**src/rtl/pop_pkg.sv**
```systemverilog
`timescale 1ns / 1ps
package pop_pkg;

	localparam int unsigned PRICE_W  = 32;
	localparam int unsigned WEIGHT_W = 16;
	localparam int unsigned BASKET_W = 50;
	localparam int unsigned SUM_W    = 34;
	localparam int unsigned RATIO_W  = 24;
	localparam int unsigned STEP_W   = 10;
	localparam int unsigned ASSET_W  = 3;
	localparam int unsigned PAY_W    = 17;
	localparam int unsigned LANES    = 4;
	localparam int unsigned ITER_W   = 6;

	localparam logic [PAY_W-1:0]   ONE_Q16   = 17'd65536;
	localparam logic [SUM_W-1:0]   ONE_SUM   = 34'd65536;
	localparam logic [SUM_W-1:0]   TENTH_SUM = 34'd6554;
	localparam logic [RATIO_W-1:0] RATIO_MAX = {RATIO_W{1'b1}};
	localparam logic [SUM_W-1:0]   SUM_MAX   = {SUM_W{1'b1}};
	localparam logic [ITER_W-1:0]  RATIO_ITERS = 6'd24;
	localparam logic [ITER_W-1:0]  AVG_ITERS   = 6'd34;

	// register indexes of the configuration port
	localparam logic [2:0] REG_WEIGHT_A = 3'd0;
	localparam logic [2:0] REG_WEIGHT_B = 3'd1;
	localparam logic [2:0] REG_WEIGHT_C = 3'd2;
	localparam logic [2:0] REG_WEIGHT_D = 3'd3;
	localparam logic [2:0] REG_STEPS    = 3'd4;
	localparam logic [2:0] REG_ASSETS   = 3'd5;

	typedef struct packed {
		logic [PRICE_W-1:0] price_a;
		logic [PRICE_W-1:0] price_b;
		logic [PRICE_W-1:0] price_c;
		logic [PRICE_W-1:0] price_d;
		logic               path_start;
	} in_word_t;

	typedef struct packed {
		logic [PAY_W-1:0] payoff_value;
		logic             divide_error;
	} out_word_t;

	typedef struct packed {
		logic                start;
		logic [BASKET_W-1:0] rem_init;
		logic [SUM_W-1:0]    dividend;
		logic [ITER_W-1:0]   iters;
		logic [BASKET_W-1:0] den;
	} div_req_t;

	typedef enum logic [2:0] {
		ST_IDLE,
		ST_MUL,
		ST_RATIO,
		ST_DIV,
		ST_AVG,
		ST_AVG_WAIT,
		ST_EMIT
	} state_t;

endpackage

```
**src/rtl/pop_basket_mac.sv**
```systemverilog
`timescale 1ns / 1ps
// weighted basket, one weight bit of every lane per cycle, msb first
module pop_basket_mac (
	input  logic                                   clk,
	input  logic                                   arst_n,
	input  logic                                   start,
	input  logic [pop_pkg::LANES-1:0][pop_pkg::PRICE_W-1:0]  prices,
	input  logic [pop_pkg::LANES-1:0][pop_pkg::WEIGHT_W-1:0] weights,
	output logic                                   done,
	output logic [pop_pkg::BASKET_W-1:0]           basket
);
	logic [pop_pkg::LANES-1:0][pop_pkg::PRICE_W-1:0]  price_q;
	logic [pop_pkg::LANES-1:0][pop_pkg::WEIGHT_W-1:0] wsh_q;
	logic [pop_pkg::BASKET_W-1:0] acc_q;
	logic [4:0]                   cnt_q;
	logic                         busy_q;
	logic                         done_q;
	logic [pop_pkg::PRICE_W+1:0]  psum;

	// sum of the lane prices selected by the current weight bit
	always_comb begin
		psum = '0;
		for (int i = 0; i < pop_pkg::LANES; i++) begin
			if (wsh_q[i][pop_pkg::WEIGHT_W-1]) begin
				psum = psum + {2'b00, price_q[i]};
			end
		end
	end

	// control
	always_ff @(posedge clk or negedge arst_n) begin
		if (!arst_n) begin
			busy_q <= 1'b0;
			done_q <= 1'b0;
			cnt_q  <= '0;
		end else begin
			done_q <= 1'b0;
			if (start) begin
				busy_q <= 1'b1;
				cnt_q  <= 5'(pop_pkg::WEIGHT_W - 1);
			end else if (busy_q) begin
				cnt_q <= cnt_q - 5'd1;
				if (cnt_q == '0) begin
					busy_q <= 1'b0;
					done_q <= 1'b1;
				end
			end
		end
	end

	// shift and add datapath
	always_ff @(posedge clk) begin
		if (start) begin
			price_q <= prices;
			wsh_q   <= weights;
			acc_q   <= '0;
		end else if (busy_q) begin
			for (int i = 0; i < pop_pkg::LANES; i++) begin
				wsh_q[i] <= {wsh_q[i][pop_pkg::WEIGHT_W-2:0], 1'b0};
			end
			acc_q <= {acc_q[pop_pkg::BASKET_W-2:0], 1'b0}
				+ {{(pop_pkg::BASKET_W-pop_pkg::PRICE_W-2){1'b0}}, psum};
		end
	end

	assign done   = done_q;
	assign basket = acc_q;
endmodule

```
**src/rtl/pop_divider.sv**
```systemverilog
`timescale 1ns / 1ps
// restoring divider, one quotient bit per cycle, shared by ratio and average
module pop_divider (
	input  logic                        clk,
	input  logic                        arst_n,
	input  pop_pkg::div_req_t           req,
	output logic                        done,
	output logic [pop_pkg::SUM_W-1:0]   quot
);
	logic [pop_pkg::BASKET_W-1:0] rem_q;
	logic [pop_pkg::BASKET_W-1:0] den_q;
	logic [pop_pkg::SUM_W-1:0]    dvd_q;
	logic [pop_pkg::SUM_W-1:0]    quot_q;
	logic [pop_pkg::ITER_W-1:0]   cnt_q;
	logic                         busy_q;
	logic                         done_q;
	logic [pop_pkg::BASKET_W:0]   trial;
	logic                         fits;

	// bring down the next dividend bit and try the subtraction
	assign trial = {rem_q, dvd_q[pop_pkg::SUM_W-1]};
	assign fits  = trial >= {1'b0, den_q};

	always_ff @(posedge clk or negedge arst_n) begin
		if (!arst_n) begin
			busy_q <= 1'b0;
			done_q <= 1'b0;
			cnt_q  <= '0;
		end else begin
			done_q <= 1'b0;
			if (req.start) begin
				busy_q <= 1'b1;
				cnt_q  <= req.iters;
			end else if (busy_q) begin
				cnt_q <= cnt_q - 1'b1;
				if (cnt_q == 6'd1) begin
					busy_q <= 1'b0;
					done_q <= 1'b1;
				end
			end
		end
	end

	always_ff @(posedge clk) begin
		if (req.start) begin
			rem_q  <= req.rem_init;
			den_q  <= req.den;
			dvd_q  <= req.dividend;
			quot_q <= '0;
		end else if (busy_q) begin
			dvd_q  <= {dvd_q[pop_pkg::SUM_W-2:0], 1'b0};
			quot_q <= {quot_q[pop_pkg::SUM_W-2:0], fits};
			if (fits) begin
				rem_q <= pop_pkg::BASKET_W'(trial - {1'b0, den_q});
			end else begin
				rem_q <= trial[pop_pkg::BASKET_W-1:0];
			end
		end
	end

	assign done = done_q;
	assign quot = quot_q;
endmodule

```
**src/rtl/performance_option_payoff_core.sv**
```systemverilog
`timescale 1ns / 1ps
// Performance option payoff core.
// Input channel in_valid / in_stall / in_word carries one price row per word
// (four Q16.16 prices and a path start flag). The core takes one row at a
// time and holds in_stall high while it works on it.
// Per row: shift-and-add basket formation (one weight bit per cycle), a
// hand-over to the step checks, then the bit-serial divider for the
// day-over-day ratio. A path start row ends after the basket; a step with a
// zero denominator or a saturated ratio skips the divider. A row that closes
// a path then has the divider form the average, collects it and loads the
// output register.
// Output channel out_valid / out_stall / out_word carries the Q1.16 payoff
// and the zero-denominator flag; a result sits in an output register, so
// the next row is taken while out_stall holds it. With the output register
// still full, a new result waits in the core until it drains.
// Configuration: cfg_valid / cfg_ready with cfg_index and cfg_data; cfg_ready
// is always high. Write only while the core is idle. Reset clears the path
// state and returns every weight to 4096, step count to 1 and the lane count to 4.
module performance_option_payoff_core #(
	parameter int unsigned MAX_ASSETS = 4,
	parameter int unsigned MAX_STEPS  = 1023
) (
	input  logic               clk,
	input  logic               arst_n,
	input  logic               in_valid,
	output logic               in_stall,
	input  pop_pkg::in_word_t  in_word,
	output logic               out_valid,
	input  logic               out_stall,
	output pop_pkg::out_word_t out_word,
	input  logic               cfg_valid,
	output logic               cfg_ready,
	input  logic [2:0]         cfg_index,
	input  logic [15:0]        cfg_data
);
	pop_pkg::state_t state_q, state_d;

	logic [pop_pkg::WEIGHT_W-1:0] weight_q [pop_pkg::LANES];
	logic [pop_pkg::STEP_W-1:0]   steps_cfg_q;
	logic [pop_pkg::ASSET_W-1:0]  assets_q;

	logic [pop_pkg::BASKET_W-1:0] prev_q;
	logic [pop_pkg::BASKET_W-1:0] today_q;
	logic [pop_pkg::SUM_W-1:0]    sum_q;
	logic [pop_pkg::STEP_W-1:0]   row_q;
	logic                         err_q;
	logic                         start_q;
	logic                         out_valid_q;
	pop_pkg::out_word_t           out_q;

	logic                         in_take;
	logic                         mac_done;
	logic [pop_pkg::BASKET_W-1:0] basket;
	logic                         div_done;
	logic [pop_pkg::SUM_W-1:0]    quot;
	pop_pkg::div_req_t            div_req;
	logic [pop_pkg::LANES-1:0][pop_pkg::PRICE_W-1:0]  lane_price;
	logic [pop_pkg::LANES-1:0][pop_pkg::WEIGHT_W-1:0] lane_weight;
	logic [pop_pkg::ASSET_W-1:0]  lanes_used;
	logic [pop_pkg::STEP_W-1:0]   steps;
	logic                         den_zero;
	logic                         ratio_sat;
	logic [pop_pkg::SUM_W:0]      sum_add;
	logic [pop_pkg::SUM_W-1:0]    sum_next;
	logic [pop_pkg::SUM_W-1:0]    perf;
	logic                         slot_free;
	logic                         last_row;

	assign cfg_ready = 1'b1;
	assign in_stall  = (state_q != pop_pkg::ST_IDLE);
	assign in_take   = in_valid && !in_stall;
	assign slot_free = !out_valid_q || !out_stall;

	// configuration registers
	always_ff @(posedge clk or negedge arst_n) begin
		if (!arst_n) begin
			for (int i = 0; i < pop_pkg::LANES; i++) begin
				weight_q[i] <= 16'd4096;
			end
			steps_cfg_q <= 10'd1;
			assets_q    <= 3'd4;
		end else if (cfg_valid) begin
			unique case (cfg_index)
				pop_pkg::REG_WEIGHT_A: weight_q[0] <= cfg_data;
				pop_pkg::REG_WEIGHT_B: weight_q[1] <= cfg_data;
				pop_pkg::REG_WEIGHT_C: weight_q[2] <= cfg_data;
				pop_pkg::REG_WEIGHT_D: weight_q[3] <= cfg_data;
				pop_pkg::REG_STEPS:    steps_cfg_q <= cfg_data[pop_pkg::STEP_W-1:0];
				pop_pkg::REG_ASSETS:   assets_q <= cfg_data[pop_pkg::ASSET_W-1:0];
				default: ;
			endcase
		end
	end

	// clamped lane and step counts
	always_comb begin
		lanes_used = assets_q;
		if (lanes_used == '0) begin
			lanes_used = 3'd1;
		end
		if (32'(lanes_used) > MAX_ASSETS) begin
			lanes_used = pop_pkg::ASSET_W'(MAX_ASSETS);
		end
		steps = steps_cfg_q;
		if (steps == '0) begin
			steps = 10'd1;
		end
		if (32'(steps) > MAX_STEPS) begin
			steps = pop_pkg::STEP_W'(MAX_STEPS);
		end
	end

	// lanes outside the basket enter the multiplier as zero
	always_comb begin
		lane_price[0] = in_word.price_a;
		lane_price[1] = in_word.price_b;
		lane_price[2] = in_word.price_c;
		lane_price[3] = in_word.price_d;
		for (int i = 0; i < pop_pkg::LANES; i++) begin
			lane_weight[i] = weight_q[i];
			if (3'(i) >= lanes_used) begin
				lane_price[i] = '0;
			end
		end
	end

	pop_basket_mac u_mac (
		.clk     (clk),
		.arst_n  (arst_n),
		.start   (in_take),
		.prices  (lane_price),
		.weights (lane_weight),
		.done    (mac_done),
		.basket  (basket)
	);

	// step checks and ratio accumulation
	assign den_zero  = (prev_q == '0);
	assign ratio_sat = {8'd0, today_q} >= {prev_q, 8'd0};
	always_comb begin
		if (state_q == pop_pkg::ST_RATIO) begin
			sum_add = {1'b0, sum_q} + {11'd0, pop_pkg::RATIO_MAX};
		end else begin
			sum_add = {1'b0, sum_q} + {11'd0, quot[pop_pkg::RATIO_W-1:0]};
		end
		sum_next = sum_add[pop_pkg::SUM_W] ? pop_pkg::SUM_MAX : sum_add[pop_pkg::SUM_W-1:0];
	end
	assign last_row = (row_q >= steps);

	// performance clamp of the average
	always_comb begin
		if (quot > pop_pkg::ONE_SUM) begin
			perf = quot - pop_pkg::ONE_SUM;
		end else begin
			perf = '0;
		end
		if (perf > pop_pkg::TENTH_SUM) begin
			perf = pop_pkg::TENTH_SUM;
		end
	end

	// next state
	always_comb begin
		state_d = state_q;
		unique case (state_q)
			pop_pkg::ST_IDLE:     if (in_take) state_d = pop_pkg::ST_MUL;
			pop_pkg::ST_MUL: begin
				if (mac_done) begin
					state_d = start_q ? pop_pkg::ST_IDLE : pop_pkg::ST_RATIO;
				end
			end
			pop_pkg::ST_RATIO: begin
				if (den_zero || ratio_sat) begin
					state_d = pop_pkg::ST_AVG;
				end else begin
					state_d = pop_pkg::ST_DIV;
				end
			end
			pop_pkg::ST_DIV:      if (div_done) state_d = pop_pkg::ST_AVG;
			pop_pkg::ST_AVG:      state_d = last_row ? pop_pkg::ST_AVG_WAIT : pop_pkg::ST_IDLE;
			pop_pkg::ST_AVG_WAIT: if (div_done) state_d = pop_pkg::ST_EMIT;
			pop_pkg::ST_EMIT:     if (slot_free) state_d = pop_pkg::ST_IDLE;
			default:              state_d = pop_pkg::ST_IDLE;
		endcase
	end

	// divider requests
	always_comb begin
		div_req = '0;
		unique case (state_q)
			pop_pkg::ST_RATIO: begin
				div_req.start    = !den_zero && !ratio_sat;
				div_req.rem_init = {8'd0, today_q[pop_pkg::BASKET_W-1:8]};
				div_req.dividend = {today_q[7:0], 26'd0};
				div_req.iters    = pop_pkg::RATIO_ITERS;
				div_req.den      = prev_q;
			end
			pop_pkg::ST_AVG: begin
				div_req.start    = last_row;
				div_req.rem_init = '0;
				div_req.dividend = sum_q;
				div_req.iters    = pop_pkg::AVG_ITERS;
				div_req.den      = {40'd0, steps};
			end
			default: div_req = '0;
		endcase
	end

	pop_divider u_div (
		.clk    (clk),
		.arst_n (arst_n),
		.req    (div_req),
		.done   (div_done),
		.quot   (quot)
	);

	always_ff @(posedge clk or negedge arst_n) begin
		if (!arst_n) begin
			state_q <= pop_pkg::ST_IDLE;
		end else begin
			state_q <= state_d;
		end
	end

	// path state
	always_ff @(posedge clk or negedge arst_n) begin
		if (!arst_n) begin
			prev_q  <= '0;
			today_q <= '0;
			sum_q   <= '0;
			row_q   <= '0;
			err_q   <= 1'b0;
			start_q <= 1'b0;
		end else begin
			if (in_take) begin
				start_q <= in_word.path_start;
			end
			unique case (state_q)
				pop_pkg::ST_MUL: begin
					if (mac_done) begin
						today_q <= basket;
						if (start_q) begin
							prev_q <= basket;
							sum_q  <= '0;
							row_q  <= '0;
							err_q  <= 1'b0;
						end
					end
				end
				pop_pkg::ST_RATIO: begin
					row_q  <= row_q + 10'd1;
					prev_q <= today_q;
					if (den_zero) begin
						err_q <= 1'b1;
					end else if (ratio_sat) begin
						sum_q <= sum_next;
					end
				end
				pop_pkg::ST_DIV: begin
					if (div_done) begin
						sum_q <= sum_next;
					end
				end
				pop_pkg::ST_EMIT: begin
					if (slot_free) begin
						sum_q <= '0;
						row_q <= '0;
						err_q <= 1'b0;
					end
				end
				default: ;
			endcase
		end
	end

	// output register
	always_ff @(posedge clk or negedge arst_n) begin
		if (!arst_n) begin
			out_valid_q <= 1'b0;
		end else if (state_q == pop_pkg::ST_EMIT && slot_free) begin
			out_valid_q <= 1'b1;
		end else if (!out_stall) begin
			out_valid_q <= 1'b0;
		end
	end

	// the average stays in the divider until the output register is free
	always_ff @(posedge clk) begin
		if (state_q == pop_pkg::ST_EMIT && slot_free) begin
			out_q.payoff_value <= pop_pkg::ONE_Q16 + perf[pop_pkg::PAY_W-1:0];
			out_q.divide_error <= err_q;
		end
	end

	assign out_valid = out_valid_q;
	assign out_word  = out_q;
endmodule
```
**config.mk**
```make
export PLATFORM = sky130hd
export DESIGN_NAME = performance_option_payoff_core
export DESIGN_NICKNAME = d
export VERILOG_FILES = /design/src/rtl/pop_pkg.sv /design/src/rtl/pop_basket_mac.sv /design/src/rtl/pop_divider.sv /design/src/rtl/performance_option_payoff_core.sv
export SDC_FILE = /design/constraint.sdc
export NUM_CORES = 2
export LEC_CHECK = 0
export BUFFER_PORTS_ARGS = -buffer_cell sky130_fd_sc_hd__buf_4
export CAP_MARGIN = 20
export CELL_PAD_IN_SITES_DETAIL_PLACEMENT = 0
export CELL_PAD_IN_SITES_GLOBAL_PLACEMENT = 2
export CORE_UTILIZATION = 44
export DETAILED_ROUTE_END_ITERATION = 16
export PLACE_DENSITY_LB_ADDON = 0.3
export SYNTH_ARGS = -nofsm -noshare
export SYNTH_HDL_FRONTEND = slang
export SYNTH_SLANG_ARGS = --single-unit
export TNS_END_PERCENT = 20
```
**constraint.sdc**
```tcl
create_clock -name clk -period 21.7 [get_ports clk]
set_input_delay 2.17 -clock clk [delete_from_list [all_inputs] [get_ports clk]]
set_output_delay 2.17 -clock clk [all_outputs]
set_load 0.05 [all_outputs]
```
# ---- Word-level counts from Yosys, hierarchy flattened
# Index checks and enable logic that the tools add are counted.
# W data, S select, Z words.
dict set report totals {
  register_bits 670
  latchBits 0
  ramBits 0
  rom_bits 0
  inputBits 153
  out_inout_bits 21
  elab_cells 178
  n_memories 0
}
dict set report classes {
  add_sub_neg 12
  multipliers 0
  div_mod_pow 0
  magnitude_cmp 10
  eq_ne 22
  shifts 0
  n_mux 65
  bitwise 0
  reduce_logical 34
}
# cell count
set op_table {}
lappend op_table {{$mux W34} 13}
lappend op_table {{$pmux W141 S2} 1}
lappend op_table {{$mux W50} 5}
lappend op_table {{$pmux W34 S4} 1}
lappend op_table {{$mux W64} 2}
lappend op_table {{$pmux W50 S2} 1}
lappend op_table {{$add A34 B32 Y34} 2}
lappend op_table {{$ge A50 B58 Y1} 1}
lappend op_table {{$ge A51 B50 Y1} 1}
lappend op_table {{$add A50 B34 Y50} 1}
lappend op_table {{$logic_not A50 Y1} 1}
lappend op_table {{$sub A50 B50 Y50} 1}
lappend op_table {{$mux W10} 4}
lappend op_table {{$add A34 B24 Y35} 1}
lappend op_table {{$add A34 B24 Y35 const B} 1}
lappend op_table {{$mux W35} 1}
lappend op_table {{$gt A34 B13 Y1 const B} 1}
lappend op_table {{$gt A34 B17 Y1 const B} 1}
lappend op_table {{$sub A34 B17 Y34 const B} 1}
lappend op_table {{$add A32 B32 Y33} 1}
lappend op_table {{$mux W32} 1}
lappend op_table {{$pmux W10 S3} 1}
lappend op_table {{$mux W3} 9}
lappend op_table {{$pmux W3 S7} 1}
lappend op_table {{34 further kinds} 90}

# ---- Logic depth before layout (Yosys ltp)
dict set report depth {
  depth_word 8
  depth_mapped 50
  mapped_depth_nobuf 43
}

# ---- Cells and area by module
# Synthesis repeated with hierarchy kept, for this count alone.
dict set report hier_totals {
  hier_cells 4464
  area_unflattened_um2 42887.4
}
# mod instances cells_per_inst area_per_inst_um2
set modules_own_cells {}
lappend modules_own_cells {pop_basket_mac 1 1863 17930.9}
lappend modules_own_cells {performance_option_payoff_core 1 1620 14714.1}
lappend modules_own_cells {pop_divider 1 981 10242.3}

# ---- Worst setup path before layout
# No wires, ideal clock.
dict set report synth_path {
  path_kind {register -> register}
  startpoint {register u_mac.wsh_q[15] in the netlist's numbering}
  endpoint {register u_mac.acc_q, in the netlist u_mac.basket[45]}
  setup_time_ns 0.133
  arrival_time_ns 9.267
  required_ns 21.567
  slack_ns 12.301
  stages_incl_launch_ff 50
  n_path_buf 7
  cell_sequence {edfxtp_1 > buf_2 > buf_6 > buf_6 > clkbuf_1 > clkbuf_1 > clkbuf_1 > nand2_1 > inv_1 > fa_1 > maj3_1 > o211a_1 > a31oi_1 > and2_1 > nand2_1 > maj3_1 > a21oi_1 > xnor2_1 > [... 14 more ...] > and2_1 > a221oi_1 > o211ai_1 > nand2_1 > a21oi_1 > nor2b_1 > nor2b_1 > xnor2_1 > mux2_2 > ha_1 > nand2_1 > or4_1 > o21ai_1 > a21oi_1 > o41a_1 > nor3_1 > xnor2_1 > a21oi_1}
}
dict set report synth_via {
  elab_chain_len 8
}
# element line
set synth_rtl {}
lappend synth_rtl {{from (decl)} pop_basket_mac.sv:13} ;# logic [pop_pkg::LANES-1:0][pop_pkg::WEIGHT_W-1:0] wsh_q;
lappend synth_rtl {{from (signal assigned)} pop_basket_mac.sv:55} ;# wsh_q <= weights;
lappend synth_rtl {{from (signal, indexed assignment)} pop_basket_mac.sv:59} ;# wsh_q[i] <= {wsh_q[i][pop_pkg::WEIGHT_W-2:0], 1'b0};
lappend synth_rtl {{$mux W32 (*)} pop_basket_mac.sv:24} ;# if (wsh_q[i][pop_pkg::WEIGHT_W-1]) begin
lappend synth_rtl {{$add A32 B32 Y33} pop_basket_mac.sv:25} ;# psum = psum + {2'b00, price_q[i]};
lappend synth_rtl {{$mux W34 (*)} pop_basket_mac.sv:24}
lappend synth_rtl {{$add A34 B32 Y34} pop_basket_mac.sv:25}
lappend synth_rtl {{$mux W34 (*)} pop_basket_mac.sv:24}
lappend synth_rtl {{$add A34 B32 Y34} pop_basket_mac.sv:25}
lappend synth_rtl {{$mux W34 (*)} pop_basket_mac.sv:24}
lappend synth_rtl {{$add A50 B34 Y50 (*)} pop_basket_mac.sv:62} ;# + {{(pop_pkg::BASKET_W-pop_pkg::PRICE_W-2){1'b0}}, psum};
lappend synth_rtl {{to (signal assigned)} pop_basket_mac.sv:61} ;# acc_q <= {acc_q[pop_pkg::BASKET_W-2:0], 1'b0}
lappend synth_rtl {{to (decl)} pop_basket_mac.sv:14} ;# logic [pop_pkg::BASKET_W-1:0] acc_q;
# Mark *: on every way between the ends. The rest lies on a longest branch, timed or not.
# A chain may end at the register's enable or synchronous reset.

# ---- Worst setup path after layout
# Same ends and word-level chain as after synthesis.

==> impl_metrics.tcl <==
set metrics [dict create \
    num-nets-final 4919 \
    crit_slowest_cell "o41a_1" \
    clock_sinks 670 \
    grt_pass1_vias 31500 \
    final_cells 5825 \
    syn_to_final_growth_pct 11.67 \
    crit_path_start_kind "flop" \
    numCtsBuffers 79 \
    ir_worst_vdd_v 0.00009679 \
    rr_endpoint "u_mac.basket[45]" \
    postRouteAntennaNets 0 \
    cts_root_buf "clkbuf_16" \
    place_hpwl_um 80290 \
    cp-startpoint "u_mac.wsh_q[15]" \
    drc 0 \
    row_count 113 \
    place_congestion 0.8516 \
    hold_viol 0 \
    p_per_area_nw_per_um2 187.4 \
    setup-violations-final 0 \
    cts_resized 0 \
    core_area_um2 94870 \
    status "finished, final reports clean" \
    via_count 32220 \
    path_class "flop to flop" \
    synth_cells 4433 \
    grt_pass1_wl_um 177300 \
    num_antenna_cells 0 \
    synth_area_um2 42030 \
    critical_path.most_common_cell "a21oi_1" \
    grt.total_usage 0.2276 \
    synth-async-reset-ratio 0.3612 \
    dp_slack_ns 11.64 \
    grt_start_max_net_pins 151 \
    die_y_um 311.1 \
    wl_per_cell_um 19.01 \
    maxCapViolations 0 \
    clk_latency_ns 0.65 \
    syn_avg_cell_area_um2 9.482 \
    slew-limit-headroom 0.3062 \
    ff2ff_path_depth 43 \
    finalCritPeriodShare 0.4636 \
    fin_crit_ns 10.06 \
    h-tree-depth 3 \
    synthDistinctLibCells 114 \
    placedCellCount 5676 \
    routed_wl_um 110700 \
    r2r_start "u_mac.wsh_q[15]" \
    postCtsHoldBufs 0 \
    clk_pin_slew_ns 0.06 \
    antenna_found_initial 1 \
    die_area_um2 96770 \
    ys_warn_count 0 \
    path_delay_family "compound AO/OA/AOI/OAI gates" \
    cts_setup_buffers 0 \
    grt_overflow 0 \
    drtIter0Drc 2392 \
    ff2ff_setup_slack_ns 11.64 \
    rsz0062_at_grt "false" \
    pin_count 174 \
    hold_class "flop to flop" \
    worstSetupEndpoint "u_mac.basket[45]" \
    drive_gt1_frac 0.1239 \
    port_buffers 172 \
    fin_ws_ns 11.64 \
    critPathBufInv 1 \
    tightest_slew_ns 1.041 \
    p_leak_nw 20.70 \
    tritoncts "done" \
    slew_violations 0 \
    required_ns 22.17 \
    yosysSeqAreaShare 0.4300 \
    fp.dieW_um 311.1 \
    p_total_mw 8.794 \
    start_util 0.4431 \
    max_freq_mhz 99.40 \
    crit_fanout 66 \
    fin_skew_ns 0.02241 \
    ys_ff_latch 670 \
    synth_flop_cell "edfxtp_1" \
    crit_arrival_ns 10.53 \
    dr.pass1.iters 6 \
    min_from "lane_weight[48]" \
    cp-end-kind "flop" \
    synth_edf_count 344 \
    worst-path-stages 43 \
    cts_max_path_buffers 3 \
    tns_ns 0 \
    critPathMaxStageDelay_ns 0.50 \
    avgViaCountPerCell 5.531 \
]
worst reg2reg max path: cells and delay by family (launching register included):
| family | cells | cell delay [ns] |
|---|---|---|
| compound gates | 18 | 3.46 |
| flops | 1 | 0.36 |
| xor+xnor | 4 | 0.54 |
| mux | 1 | 0.26 |
| simple gates | 12 | 2.37 |
| buf+inv | 1 | 0.32 |
| fa+ha+maj | 7 | 2.61 |
flip-flops by register name, indices dropped and copies added, names as in the netlist, 5 cells and up:
| signal | cells |
|---|---|
| lane_weight | 64 |
| out_word | 18 |
| prev_q | 50 |
| row_q | 10 |
| steps_cfg_q | 10 |
| sum_q | 34 |
| today_q | 50 |
| u_div.cnt_q | 6 |
| u_div.den_q | 50 |
| u_div.dvd_q | 34 |
| u_div.quot | 34 |
| u_div.rem_q | 50 |
| u_mac.basket | 50 |
| u_mac.cnt_q | 5 |
| u_mac.price_q | 128 |
| u_mac.wsh_q | 64 |
logic make-up (layout without fill, tap and decap cells):
family	Yosys count	count (layout)	share of synthesized area
compound gates	1089	1089	0.1656
xor+xnor	220	220	0.04584
fa+ha+maj	276	276	0.08302
buf+inv	430	554	0.04105
flops	670	670	0.4300
mux	266	266	0.06814
other cells	2	5	0.0001787
simple gates	1480	1480	0.1662
power breakdown:
group / total, mW / internal (mW) / leakage, nW / switching [mW]
Clock: 1.31 / 0.758 / 1.24 / 0.548
Sequential: 2.20 / 1.89 / 7.09 / 0.309
Combinational: 5.28 / 2.20 / 12.4 / 3.08
worst min-delay path by stage:
stage,depth (start not counted),end,slack (ns)
finish,1,lane_weight[48],0.50
global route,1,lane_weight[20],0.51
CTS,1,lane_weight[48],0.50
detailed placement,1,lane_weight[48],0.49
global placement,1,lane_weight[48],0.48
floorplan,0,out_word[0],0.43
cell usage after synthesis (15+ instances only):
| master | count | area [um^2] |
|---|---|---|
| a211oi_1 | 31 | 232.7 |
| o21ai_1 | 25 | 125.1 |
| buf_2 | 20 | 100.1 |
| ha_1 | 266 | 3328 |
| a21oi_1 | 251 | 1256 |
| and2_1 | 73 | 456.7 |
| o31ai_1 | 15 | 112.6 |
| nand3_1 | 97 | 485.5 |
| xnor2_1 | 129 | 1130 |
| o21ai_0 | 275 | 1376 |
| xor2_1 | 91 | 797.0 |
| and3_1 | 43 | 269.0 |
| nor4_1 | 31 | 193.9 |
| mux2i_1 | 105 | 1051 |
| mux2_2 | 159 | 1790 |
| clkbuf_1 | 181 | 679.4 |
| a21o_1 | 138 | 1036 |
| o21a_1 | 42 | 315.3 |
| a31oi_1 | 102 | 638.1 |
| nor2b_1 | 98 | 613.1 |
| edfxtp_1 | 344 | 10330 |
| dfxtp_1 | 84 | 1682 |
| o211ai_1 | 17 | 127.6 |
| nand2b_1 | 48 | 300.3 |
| nand2_1 | 589 | 2211 |
| nor2_1 | 324 | 1216 |
| dfrtp_1 | 236 | 5906 |
| nor3_1 | 37 | 185.2 |
| nand4_1 | 46 | 287.8 |
| inv_1 | 194 | 728.2 |
| o21bai_1 | 30 | 225.2 |
| buf_1 | 17 | 63.81 |
layer usage:
metal  part of all wire  routed length (um)  global-route usage
met3              0.033                3670             0.02446
met1               0.49               53780              0.3241
met4              0.020                2164             0.05475
met2               0.46               51130              0.3702
met5                  0                   0                   0
per-stage QoR:
step / utilization / instance area [um^2] / hold WS (ns)
final: 0.4948 / 46940 / 0.5012
after global routing: 0.4948 / 46940 / 0.5110
after CTS: 0.4944 / 46900 / 0.4998
after detailed placement: 0.4675 / 44360 / 0.4872
after global placement: 0.4673 / 44330 / 0.4811
after floorplan: - / 42050 / 0.4257
cell type report:
class	instances	area, um^2
multi-input cells	3336	22350
clock inverters	24	210.2
inverters	196	748.2
repair buffers	211	1635
clock buffers	123	2337
fillers	8867	47930
well taps	1265	1583
flip-flops and latches	670	18080
cell usage in the layout (no fill, tap or decap), types with 46 or more instances in the layout:
master / Yosys / layout
and2_1: 73 / 73
a21oi_1: 251 / 249
o21ai_0: 275 / 274
nor2b_1: 98 / 98
mux2i_1: 105 / 105
xnor2_1: 129 / 129
nand3_1: 97 / 97
buf_4: 9 / 205
dfrtp_1: 236 / 234
a21o_1: 138 / 138
nand2_1: 589 / 587
dfxtp_1: 84 / 84
clkbuf_16: 0 / 83
mux2_2: 159 / 159
xor2_1: 91 / 91
edfxtp_1: 344 / 344
a31oi_1: 102 / 102
nand2b_1: 48 / 47
ha_1: 266 / 266
inv_1: 194 / 193
nor2_1: 324 / 321
nand4_1: 46 / 46
Note: power is estimated with default switching activity, not from simulation.
